<file path="config.mk">
export PLATFORM = sky130hd
export DESIGN_NAME = tamper_sensor_alarm_qualifier_core
export DESIGN_NICKNAME = d
export VERILOG_FILES = /design/src/hdl/tsaq_pkg.sv /design/src/hdl/tamper_sensor_alarm_qualifier_core.sv /design/src/hdl/tsaq_engine.sv
export SDC_FILE = /design/constraint.sdc
export NUM_CORES = 1
export LEC_CHECK = 0
export BUFFER_PORTS_ARGS = -buffer_cell sky130_fd_sc_hd__buf_2
export CORE_UTILIZATION = 40
export DETAILED_ROUTE_END_ITERATION = 10
export HOLD_SLACK_MARGIN = 0.03
export SLEW_MARGIN = 40
export SYNTH_ARGS = -nofsm -noshare
export SYNTH_HDL_FRONTEND = slang
export SYNTH_SLANG_ARGS = --single-unit
</file>
<file path="constraint.sdc">
create_clock -name clk -period 3.1 [get_ports clk]
set_input_delay 0.62 -clock clk [delete_from_list [all_inputs] [get_ports clk]]
set_output_delay 0.62 -clock clk [all_outputs]
set_load 0.05 [all_outputs]
</file>
<file path="src/hdl/tsaq_pkg.sv">
// shared types and constants for the tamper sensor alarm qualifier
// used by tsaq_engine and tamper_sensor_alarm_qualifier_core; no dependencies

package tsaq_pkg;

  localparam int InDataWidth  = 24;
  localparam int OutDataWidth = 16;
  localparam int CfgIdxWidth  = 3;
  localparam int CfgDataWidth = 16;

  // register indexes on the config port
  localparam logic [CfgIdxWidth-1:0] RegFirstTouch    = 3'd0;
  localparam logic [CfgIdxWidth-1:0] RegSecondTouch   = 3'd1;
  localparam logic [CfgIdxWidth-1:0] RegTouchWindow   = 3'd2;
  localparam logic [CfgIdxWidth-1:0] RegPosEnable     = 3'd3;
  localparam logic [CfgIdxWidth-1:0] RegPosQualify    = 3'd4;
  localparam logic [CfgIdxWidth-1:0] RegPosHold       = 3'd5;
  localparam logic [CfgIdxWidth-1:0] RegBatteryThresh = 3'd6;

  // register reset values
  localparam logic [7:0]  FirstTouchReset    = 8'd1;
  localparam logic [7:0]  SecondTouchReset   = 8'd1;
  localparam logic [15:0] TouchWindowReset   = 16'd4000;
  localparam logic [7:0]  PosQualifyReset    = 8'd10;
  localparam logic [15:0] PosHoldReset       = 16'd4000;
  localparam logic [9:0]  BatteryThreshReset = 10'h100;

  typedef struct packed {
    logic [7:0]  first_touch_ticks;
    logic [7:0]  second_touch_ticks;
    logic [15:0] touch_window_ticks;
    logic        position_enable;
    logic [7:0]  position_qualify_ticks;
    logic [15:0] position_hold_ticks;
    logic [9:0]  battery_low_threshold;
  } cfg_t;

  typedef struct packed {
    logic       sensor_enable;
    logic       touch_pin;
    logic       horizontal_pin;
    logic       alarm_in_progress;
    logic       flashing_busy;
    logic       transmitter_enable;
    logic       lock_wire_pin;
    logic [9:0] battery_level;
    logic       raised_pin;
    logic       fell_pin;
  } item_t;

  typedef struct packed {
    logic [1:0] id_prompt_requests;
    logic       learn_prompt_request;
    logic       stolen_alarm_start;
    logic       wire_restored;
    logic       battery_removed;
    logic       is_raised;
    logic       is_fallen;
    logic       raised_or_fell;
    logic       armed_stage;
  } result_t;

endpackage

</file>
<file path="src/hdl/tamper_sensor_alarm_qualifier_core.sv">
// top level of the tamper sensor alarm qualifier: stream ports, config registers,
// result register; depends on tsaq_pkg and tsaq_engine
//
// Each input item is one timer tick with the raw tamper pins; each item gives exactly one
// result item. An item is taken every clock cycle while the result register is free or is
// being drained in the same cycle: the tick state updates in a single combinational pass
// between the input handshake and the result register, which captures the result of each
// accepted item. Config registers are written through the cfg port, which is always ready;
// indexes beyond the register list are ignored.

module tamper_sensor_alarm_qualifier_core (
  input  logic                                clk,
  input  logic                                rst,
  // sensor_enable, touch_pin, horizontal_pin, alarm_in_progress, flashing_busy,
  // transmitter_enable, lock_wire_pin, battery_level[9:0], raised_pin, fell_pin, zero pad
  input  logic [tsaq_pkg::InDataWidth-1:0]    s_tdata,
  input  logic                                s_tvalid,
  output logic                                s_tready,
  // id_prompt_requests[1:0], learn_prompt_request, stolen_alarm_start, wire_restored,
  // battery_removed, is_raised, is_fallen, raised_or_fell, armed_stage, zero pad
  output logic [tsaq_pkg::OutDataWidth-1:0]   m_tdata,
  output logic                                m_tvalid,
  input  logic                                m_tready,
  input  logic                                cfg_valid,
  output logic                                cfg_ready,
  input  logic [tsaq_pkg::CfgIdxWidth-1:0]    cfg_index,
  input  logic [tsaq_pkg::CfgDataWidth-1:0]   cfg_data
);
  import tsaq_pkg::*;

  cfg_t    cfg;
  item_t   item;
  result_t result;
  logic    in_accept;

  assign cfg_ready = 1'b1;
  assign s_tready  = !m_tvalid || m_tready;
  assign in_accept = s_tvalid && s_tready;

  always_ff @(posedge clk) begin
    if (rst) begin
      cfg.first_touch_ticks      <= FirstTouchReset;
      cfg.second_touch_ticks     <= SecondTouchReset;
      cfg.touch_window_ticks     <= TouchWindowReset;
      cfg.position_enable        <= 1'b0;
      cfg.position_qualify_ticks <= PosQualifyReset;
      cfg.position_hold_ticks    <= PosHoldReset;
      cfg.battery_low_threshold  <= BatteryThreshReset;
    end else if (cfg_valid) begin
      unique case (cfg_index)
        RegFirstTouch:    cfg.first_touch_ticks      <= cfg_data[7:0];
        RegSecondTouch:   cfg.second_touch_ticks     <= cfg_data[7:0];
        RegTouchWindow:   cfg.touch_window_ticks     <= cfg_data;
        RegPosEnable:     cfg.position_enable        <= cfg_data[0];
        RegPosQualify:    cfg.position_qualify_ticks <= cfg_data[7:0];
        RegPosHold:       cfg.position_hold_ticks    <= cfg_data;
        RegBatteryThresh: cfg.battery_low_threshold  <= cfg_data[9:0];
        default: ;
      endcase
    end
  end

  always_comb begin
    item.sensor_enable      = s_tdata[0];
    item.touch_pin          = s_tdata[1];
    item.horizontal_pin     = s_tdata[2];
    item.alarm_in_progress  = s_tdata[3];
    item.flashing_busy      = s_tdata[4];
    item.transmitter_enable = s_tdata[5];
    item.lock_wire_pin      = s_tdata[6];
    item.battery_level      = s_tdata[16:7];
    item.raised_pin         = s_tdata[17];
    item.fell_pin           = s_tdata[18];
  end

  tsaq_engine u_engine (
    .clk    (clk),
    .rst    (rst),
    .step   (in_accept),
    .cfg    (cfg),
    .item   (item),
    .result (result)
  );

  always_ff @(posedge clk) begin
    if (rst) begin
      m_tvalid <= 1'b0;
    end else if (s_tready) begin
      m_tvalid <= s_tvalid;
    end
  end

  always_ff @(posedge clk) begin
    if (in_accept) begin
      m_tdata <= {6'd0, result.armed_stage, result.raised_or_fell, result.is_fallen,
                  result.is_raised, result.battery_removed, result.wire_restored,
                  result.stolen_alarm_start, result.learn_prompt_request,
                  result.id_prompt_requests};
    end
  end

endmodule

</file>
<file path="src/hdl/tsaq_engine.sv">
// per-tick state update of the touch machine, lock wire, battery and position checks
// depends on tsaq_pkg; state advances on each accepted item, result is combinational

module tsaq_engine (
  input  logic             clk,
  input  logic             rst,
  input  logic             step,
  input  tsaq_pkg::cfg_t   cfg,
  input  tsaq_pkg::item_t  item,
  output tsaq_pkg::result_t result
);
  import tsaq_pkg::*;

  logic        stage, stage_next;
  logic [7:0]  first_touch_count, first_touch_count_next;
  logic [7:0]  second_touch_count, second_touch_count_next;
  logic [15:0] window_count, window_count_next;
  logic        wire_cut_mark, wire_cut_mark_next;
  logic        battery_flag, battery_flag_next;
  logic [7:0]  raise_count, raise_count_next;
  logic [7:0]  fall_count, fall_count_next;
  logic        raised_mark, raised_mark_next;
  logic        fallen_flag, fallen_flag_next;
  logic        event_flag, event_flag_next;
  logic        event_seen_once, event_seen_once_next;
  logic [15:0] hold_count, hold_count_next;

  logic [7:0]  first_inc, second_inc, raise_inc, fall_inc;
  logic [15:0] window_inc, hold_inc;
  logic        touched;
  logic [1:0]  id_req;
  logic        learn, stolen, restored;

  assign first_inc  = first_touch_count + 8'd1;
  assign second_inc = second_touch_count + 8'd1;
  assign window_inc = window_count + 16'd1;
  assign raise_inc  = raise_count + 8'd1;
  assign fall_inc   = fall_count + 8'd1;
  assign touched    = !item.touch_pin || !item.horizontal_pin;

  always_comb begin
    stage_next              = stage;
    first_touch_count_next  = first_touch_count;
    second_touch_count_next = second_touch_count;
    window_count_next       = window_count;
    wire_cut_mark_next      = wire_cut_mark;
    battery_flag_next       = battery_flag;
    raise_count_next        = raise_count;
    fall_count_next         = fall_count;
    raised_mark_next        = raised_mark;
    fallen_flag_next        = fallen_flag;
    event_flag_next         = event_flag;
    event_seen_once_next    = event_seen_once;
    hold_count_next         = hold_count;
    hold_inc                = hold_count + 16'd1;
    id_req                  = 2'd0;
    learn                   = 1'b0;
    stolen                  = 1'b0;
    restored                = 1'b0;

    if (item.sensor_enable) begin
      if (!stage) begin
        if (touched && !item.alarm_in_progress && !item.flashing_busy &&
            item.transmitter_enable) begin
          if (first_inc >= cfg.first_touch_ticks) begin
            first_touch_count_next = 8'd0;
            stage_next             = 1'b1;
            id_req                 = 2'd1;
          end else begin
            first_touch_count_next = first_inc;
          end
        end else begin
          first_touch_count_next = 8'd0;
        end
      end else begin
        if (touched) begin
          if (second_inc >= cfg.second_touch_ticks) begin
            second_touch_count_next = 8'd0;
            stage_next              = 1'b0;
            learn                   = 1'b1;
          end else begin
            second_touch_count_next = second_inc;
          end
        end else begin
          second_touch_count_next = 8'd0;
        end
        // window keeps running even on the tick the second touch lands
        if (window_inc >= cfg.touch_window_ticks) begin
          stage_next              = 1'b0;
          first_touch_count_next  = 8'd0;
          second_touch_count_next = 8'd0;
          window_count_next       = 16'd0;
        end else begin
          window_count_next = window_inc;
        end
      end

      if (!item.lock_wire_pin) begin
        stolen             = 1'b1;
        wire_cut_mark_next = 1'b1;
      end else if (wire_cut_mark) begin
        restored           = 1'b1;
        wire_cut_mark_next = 1'b0;
        id_req             = id_req + 2'd1;
      end

      battery_flag_next = item.battery_level < cfg.battery_low_threshold;
    end

    // raised pin handled before fell pin, fell wins on shared flags
    if (cfg.position_enable) begin
      if (!item.raised_pin) begin
        raise_count_next = raise_inc;
        if (raise_inc == cfg.position_qualify_ticks) begin
          raised_mark_next = 1'b1;
          fallen_flag_next = 1'b0;
          if (!event_seen_once) event_flag_next = 1'b1;
        end
      end else begin
        raised_mark_next = 1'b0;
        raise_count_next = 8'd0;
        event_flag_next  = 1'b0;
      end
      if (!item.fell_pin) begin
        fall_count_next = fall_inc;
        if (fall_inc == cfg.position_qualify_ticks) begin
          fallen_flag_next = 1'b1;
          raised_mark_next = 1'b0;
          if (!event_seen_once) event_flag_next = 1'b1;
        end
      end else begin
        fallen_flag_next = 1'b0;
        fall_count_next  = 8'd0;
        event_flag_next  = 1'b0;
      end
    end

    if (event_flag_next) begin
      if (hold_inc >= cfg.position_hold_ticks) begin
        event_flag_next         = 1'b0;
        hold_count_next         = 16'd0;
        event_seen_once_next    = 1'b1;
        stage_next              = 1'b0;
        first_touch_count_next  = 8'd0;
        second_touch_count_next = 8'd0;
        window_count_next       = 16'd0;
      end else begin
        hold_count_next = hold_inc;
      end
    end
  end

  always_ff @(posedge clk) begin
    if (rst) begin
      stage              <= 1'b0;
      first_touch_count  <= 8'd0;
      second_touch_count <= 8'd0;
      window_count       <= 16'd0;
      wire_cut_mark      <= 1'b0;
      battery_flag       <= 1'b0;
      raise_count        <= 8'd0;
      fall_count         <= 8'd0;
      raised_mark        <= 1'b0;
      fallen_flag        <= 1'b0;
      event_flag         <= 1'b0;
      event_seen_once    <= 1'b0;
      hold_count         <= 16'd0;
    end else if (step) begin
      stage              <= stage_next;
      first_touch_count  <= first_touch_count_next;
      second_touch_count <= second_touch_count_next;
      window_count       <= window_count_next;
      wire_cut_mark      <= wire_cut_mark_next;
      battery_flag       <= battery_flag_next;
      raise_count        <= raise_count_next;
      fall_count         <= fall_count_next;
      raised_mark        <= raised_mark_next;
      fallen_flag        <= fallen_flag_next;
      event_flag         <= event_flag_next;
      event_seen_once    <= event_seen_once_next;
      hold_count         <= hold_count_next;
    end
  end

  always_comb begin
    result.id_prompt_requests   = id_req;
    result.learn_prompt_request = learn;
    result.stolen_alarm_start   = stolen;
    result.wire_restored        = restored;
    result.battery_removed      = battery_flag_next;
    result.is_raised            = raised_mark_next;
    result.is_fallen            = fallen_flag_next;
    result.raised_or_fell       = event_flag_next;
    result.armed_stage          = stage_next;
  end

endmodule

</file>
# ---- Word-level counts from Yosys, hierarchy flattened
# Cells that the tools add are included.
dict set report classes {
  magnitude_cmp 5
  n_eq_ne 8
  addsub 7
  n_reduce_logical 25
  n_mux 60
}
# operator count
set ops {}
lappend ops {{$mux W8} 16}
lappend ops {{$mux W16} 6}
lappend ops {{$mux W1} 33}
lappend ops {{$add A16 B1 Y16 const B} 2}
lappend ops {{$add A8 B1 Y8 const B} 4}
lappend ops {{$ge A16 B16 Y1} 2}
lappend ops {{$reduce_and A2 Y1} 11}
lappend ops {{$eq A8 B8 Y1} 2}
lappend ops {{$ge A8 B8 Y1} 2}
lappend ops {{$lt A10 B10 Y1} 1}
lappend ops {{$mux W2} 5}
lappend ops {{$eq A3 B3 Y1 const B} 3}
lappend ops {{$eq A3 B2 Y1 const B} 2}
lappend ops {{$reduce_and A3 Y1} 2}
lappend ops {{$logic_not A1 Y1} 5}
lappend ops {{$logic_and A1 B1 Y1} 4}
lappend ops {{$eq A3 B1 Y1 const B} 1}
lappend ops {{$logic_not A3 Y1} 1}
lappend ops {{$add A2 B1 Y2 const B} 1}
lappend ops {{$logic_or A1 B1 Y1} 2}
dict set report word_totals {
  output_inout_bits 19
  elab_cells 130
  in_bits 48
  regBits 149
}

# ---- Logic depth before layout (Yosys ltp)
dict set report logic_depth {
  ltp_word 11
  mapped_depth 16
  ltp_nobuf 15
}

# ---- By module
# A second synthesis with hierarchy kept.
dict set report hier_totals {
  hier_cells 1039
  hier_area_um2 8957.3
}
# module cells_per_inst area_each_um2 seq_area_each_um2 n_inst
set modules_own_cells {}
lappend modules_own_cells {tsaq_engine 759 5824.3 1421.4 1}
lappend modules_own_cells {tamper_sensor_alarm_qualifier_core 280 3133.0 1661.6 1}

# ---- Least setup slack after synthesis
# OpenSTA, ideal clock, no wires.
dict set report synth_timing {
  kind {register to register}
  startpoint {register u_engine.window_count[2]}
  endpoint {register u_engine.window_count[6]}
  period_less_slack_ps 3419
  arrival_time_ps 3297
  stages_incl_launch_ff 16
  setup_time_ps 122
  setup_slack_ps -319
  required_ps 2978
  path_buffers 2
  path_cell_list {dfxtp_1 > clkbuf_1 > nand3_1 > nor2_1 > and3_1 > and3_1 > xor2_1 > ha_1 > nand2_1 > a2111oi_0 > nor2_1 > a21oi_1 > clkbuf_1 > nand2b_1 > nor3_2 > a221o_1}
}
dict set report synth_between {
  elab_chain_len 7
}
# item line
set synth_lines {}
lappend synth_lines {{start: declaration} tsaq_engine.sv:17} ;# logic [15:0] window_count, window_count_next;
lappend synth_lines {{start signal: assignment} tsaq_engine.sv:172} ;# window_count <= window_count_next;
lappend synth_lines {{$add A16 B1 Y16 *} tsaq_engine.sv:36} ;# assign window_inc = window_count + 16'd1;
lappend synth_lines {{$ge A16 B16 Y1} tsaq_engine.sv:88} ;# if (window_inc >= cfg.touch_window_ticks) begin
lappend synth_lines {{$mux W16 *} tsaq_engine.sv:88}
lappend synth_lines {{$mux W16 *} tsaq_engine.sv:62} ;# if (!stage) begin
lappend synth_lines {{$mux W16 *} tsaq_engine.sv:61} ;# if (item.sensor_enable) begin
lappend synth_lines {{$mux W16} tsaq_engine.sv:139} ;# if (hold_inc >= cfg.position_hold_ticks) begin
lappend synth_lines {{$mux W16 *} tsaq_engine.sv:138} ;# if (event_flag_next) begin
# Every way passes the cells marked *; elsewhere a longest branch is shown, timed or not.
# A chain may end at the register's enable or synchronous reset.

# ---- Worst setup path after layout
dict set report layout_timing {
  startpoint {register u_engine.hold_count[3]}
  endpoint {register u_engine.window_count[10]}
}
dict set report layout_between {
  elab_chain_len 4
}
# item line
set layout_lines {}
lappend layout_lines {{start: declaration} tsaq_engine.sv:26} ;# logic [15:0] hold_count, hold_count_next;
lappend layout_lines {{start signal: assignment} tsaq_engine.sv:181} ;# hold_count <= hold_count_next;
lappend layout_lines {{$add A16 B1 Y16} tsaq_engine.sv:55} ;# hold_inc = hold_count + 16'd1;
lappend layout_lines {{$ge A16 B16 Y1} tsaq_engine.sv:139}
lappend layout_lines {{$mux W16} tsaq_engine.sv:139}
lappend layout_lines {{$mux W16} tsaq_engine.sv:138}
# No other way between the ends.

==> results.ini <==
[layout]
nFillCells=1948
diodes=0
fin_nets=1291
regArea_sq_um=3090
multi_input_area_sq_um=5400
synthToLayoutAreaGrowth_pct=29.3
drive_gt1_share_pct=24.7
final_util_pct=53.3

[floorplan]
dieHeight_microns=147
ios=67
die_w_microns=147
core_sq_um=20500
start_util_pct=41.2
placementRows=52
die_area_sq_um=21700

[route]
ant_nets=0
first_iter_violations=338
wire_per_inst_microns=14.9
wl_met2_microns=10700
routed_wl_microns=21900
routed.top_layer=met4
via_per_inst=5.21
drt_pass1_iterations=4
wl_met1_microns=10300
vias=7610
wl_met3_microns=592
remaining_drc_errors=0

[critical_path]
crit_required_ns=3.42
endpoint_kind=flop
setup.worst_path.start_class=flop
crit_path_max_fanout=6
arrival_ns=3.62
path_class=flop to flop

[global_routing]
grt_max_degree=44
grt_pass1_vias=7253
antenna_found_initial=0
grt_pass1_wl_microns=35800
grt-ovfl-total=0
grt.total_usage_pct=20.6

[timing]
final_max_slew_viol_count=0
final.setup.worst_slack_ns=-0.200
relSlewSlack_pct=45.7
worst_pin_slew_ns=0.808
setup_viol=35
finalHoldViolCount=0
fin_skew_ns=0.0104
fin_tns_setup_ns=-4.49
min_period_over_period_pct=106
worst_hold_slack_ns=0.447
max_freq_mhz=303
period_needed_ns=3.30
rsz0062_at_grt=yes

[synthesis]
avgSynthCellArea_sq_um=8.15
ys_async_sr_fraction_pct=0
yosys_warnings=0
synth_cell_type_count=69
synth.largest_area_cell=dfxtp_1
ys_seq_area_share_pct=36.5
netlist_area_sq_um=8450
syn_inst=1037
yosys.area.top_type_share_pct=32.9
yosys-top-cells-count=nand2_1 (177), dfxtp_1 (139), a21oi_1 (93)
synth-edff-count=10
synthFlopType=dfxtp_1
synth_area_leaders=dfxtp_1 (33%), ha_1 (9.3%), nand2_1 (7.9%), a21oi_1 (5.5%), edfxtp_1 (3.6%)
synth_seq_cells=149
synth_most_common_cell=nand2_1

[clock_tree]
h-tree-depth=4
clock_path_buffers=2
hold_buffers=0
clk_latency_ns=0.43
cts_num_sinks=149
numCtsBuffers=17
path_clk_slew_ns=0.06
cts_tree=yes
cts-root-buf=clkbuf_16

[worst_hold_path]
hold_class=primary input to flop

[placed_design]
hpwl_microns=15300
io_buffers=54
gp_congestion=0.819

[run]
drv_cap=0

[pwr]
power.density_nw_per_um2=408
leakage_uw=0.00461
peakVddDrop_mv=0.283

[status]
outcome=finished with violations
failed_checks=setup timing

-- repair_timing --
item / 4_1_cts / 5_1_grt
setup endpoints to repair: 38 / 44
pin swaps: 24 / 23
buffers inserted: 15 / 14
gates cloned: 1 / 0
resized for setup: 53 / 51
endpoints found under the hold margin: 0 / 0
-- final timing paths --
check / slack, ns / to / start / cells past startpoint
worst max register to register: -0.20 / u_engine.window_count[10] / u_engine.hold_count[3] / 16
worst max-delay path: -0.20 / u_engine.window_count[10] / u_engine.hold_count[3] / 16
worst min register to register: 0.45 / cfg[62] / cfg[62] / 2
worst min-delay path: 0.45 / cfg[48] / cfg_data[13] / 3
-- registers in the layout, indices dropped and copies added, names as in the netlist --
| name | flops |
|---|---|
| m_tvalid | 1 |
| u_engine.event_flag | 1 |
| u_engine.window_count | 16 |
| u_engine.second_touch_count | 8 |
| u_engine.first_touch_count | 8 |
| u_engine.fall_count | 8 |
| u_engine.raised_mark | 1 |
| u_engine.stage | 1 |
| u_engine.event_seen_once | 1 |
| u_engine.battery_flag | 1 |
| m_tdata | 10 |
| u_engine.fallen_flag | 1 |
| u_engine.raise_count | 8 |
| u_engine.hold_count | 16 |
| u_engine.wire_cut_mark | 1 |
| cfg | 67 |
-- stage by stage --
step | area [sq um] | setup WS (ns) | instances | total power (uW)
finish | 10900 | -0.200 | 1462 | 4450
global route | 10900 | -0.330 | 1462 | 4610
CTS | 10600 | -0.178 | 1450 | 4470
detailed placement | 9620 | -0.437 | 1405 | 2360
global placement | 9620 | -0.378 | 1405 | 2360
floorplan | 8550 | -0.0576 | 1042 | 2240
-- per-layer routing --
metal,global-route usage [%],vias to the layer above
li1,-,3923
met1,26.5,3568
met2,35.3,100
met3,3.85,19
met4,5.31,0
met5,0,-
-- power by group --
group	leakage, uW	internal [uW]	switching [uW]
Combinational	0.00309	119	234
Clock	0.000293	1290	818
Sequential	0.00123	1970	18.3
-- layout make-up --
type                    instances  share of cell area (%)
clock buffers                  23                    4.58
clock inverters                 8                   0.882
inverters                      66                    2.27
multi-input cells             774                    49.5
flip-flops and latches        149                    28.3
well taps                     270                    3.09
repair buffers                172                    11.4
-- critical path: stages (launching register included) --
cell	delay (ns)
dfxtp_2	0.34
and4_4	0.22
and3_4	0.18
and3_4	0.21
nand2_4	0.06
nor2_4	0.08
and3_4	0.20
xor2_2	0.07
ha_1	0.30
nand4_1	0.17
o41ai_4	0.32
nor2_4	0.08
a211oi_4	0.31
buf_6	0.17
nor3_4	0.04
buf_6	0.16
a221o_1	0.28
-- logic make-up after synthesis --
group / share of synthesized area (%)
flops: 36.5
simple gates: 22.9
fa+ha+maj: 9.33
buf+inv: 5.85
other cells: 0.0889
compound gates: 18.7
xor+xnor: 6.01
mux: 0.637
-- layout by cell type (no fill, tap or decap), types with 9 or more instances in the layout --
| cell | n |
|---|---|
| a22o_1 | 17 |
| a21o_1 | 10 |
| and3_1 | 15 |
| nand2_1 | 173 |
| nor2b_1 | 11 |
| o21ai_0 | 24 |
| nor2_1 | 55 |
| xnor2_1 | 25 |
| dfxtp_1 | 134 |
| edfxtp_1 | 10 |
| buf_4 | 101 |
| nor3_1 | 13 |
| xor2_1 | 21 |
| nand2b_1 | 15 |
| nor3b_1 | 14 |
| inv_1 | 64 |
| nand4_1 | 9 |
| buf_6 | 15 |
| ha_1 | 60 |
| o211ai_1 | 15 |
| a21oi_1 | 85 |
| clkbuf_16 | 19 |
| buf_2 | 53 |
| nand3_1 | 42 |
Note: power is estimated with default switching activity, not from simulation.
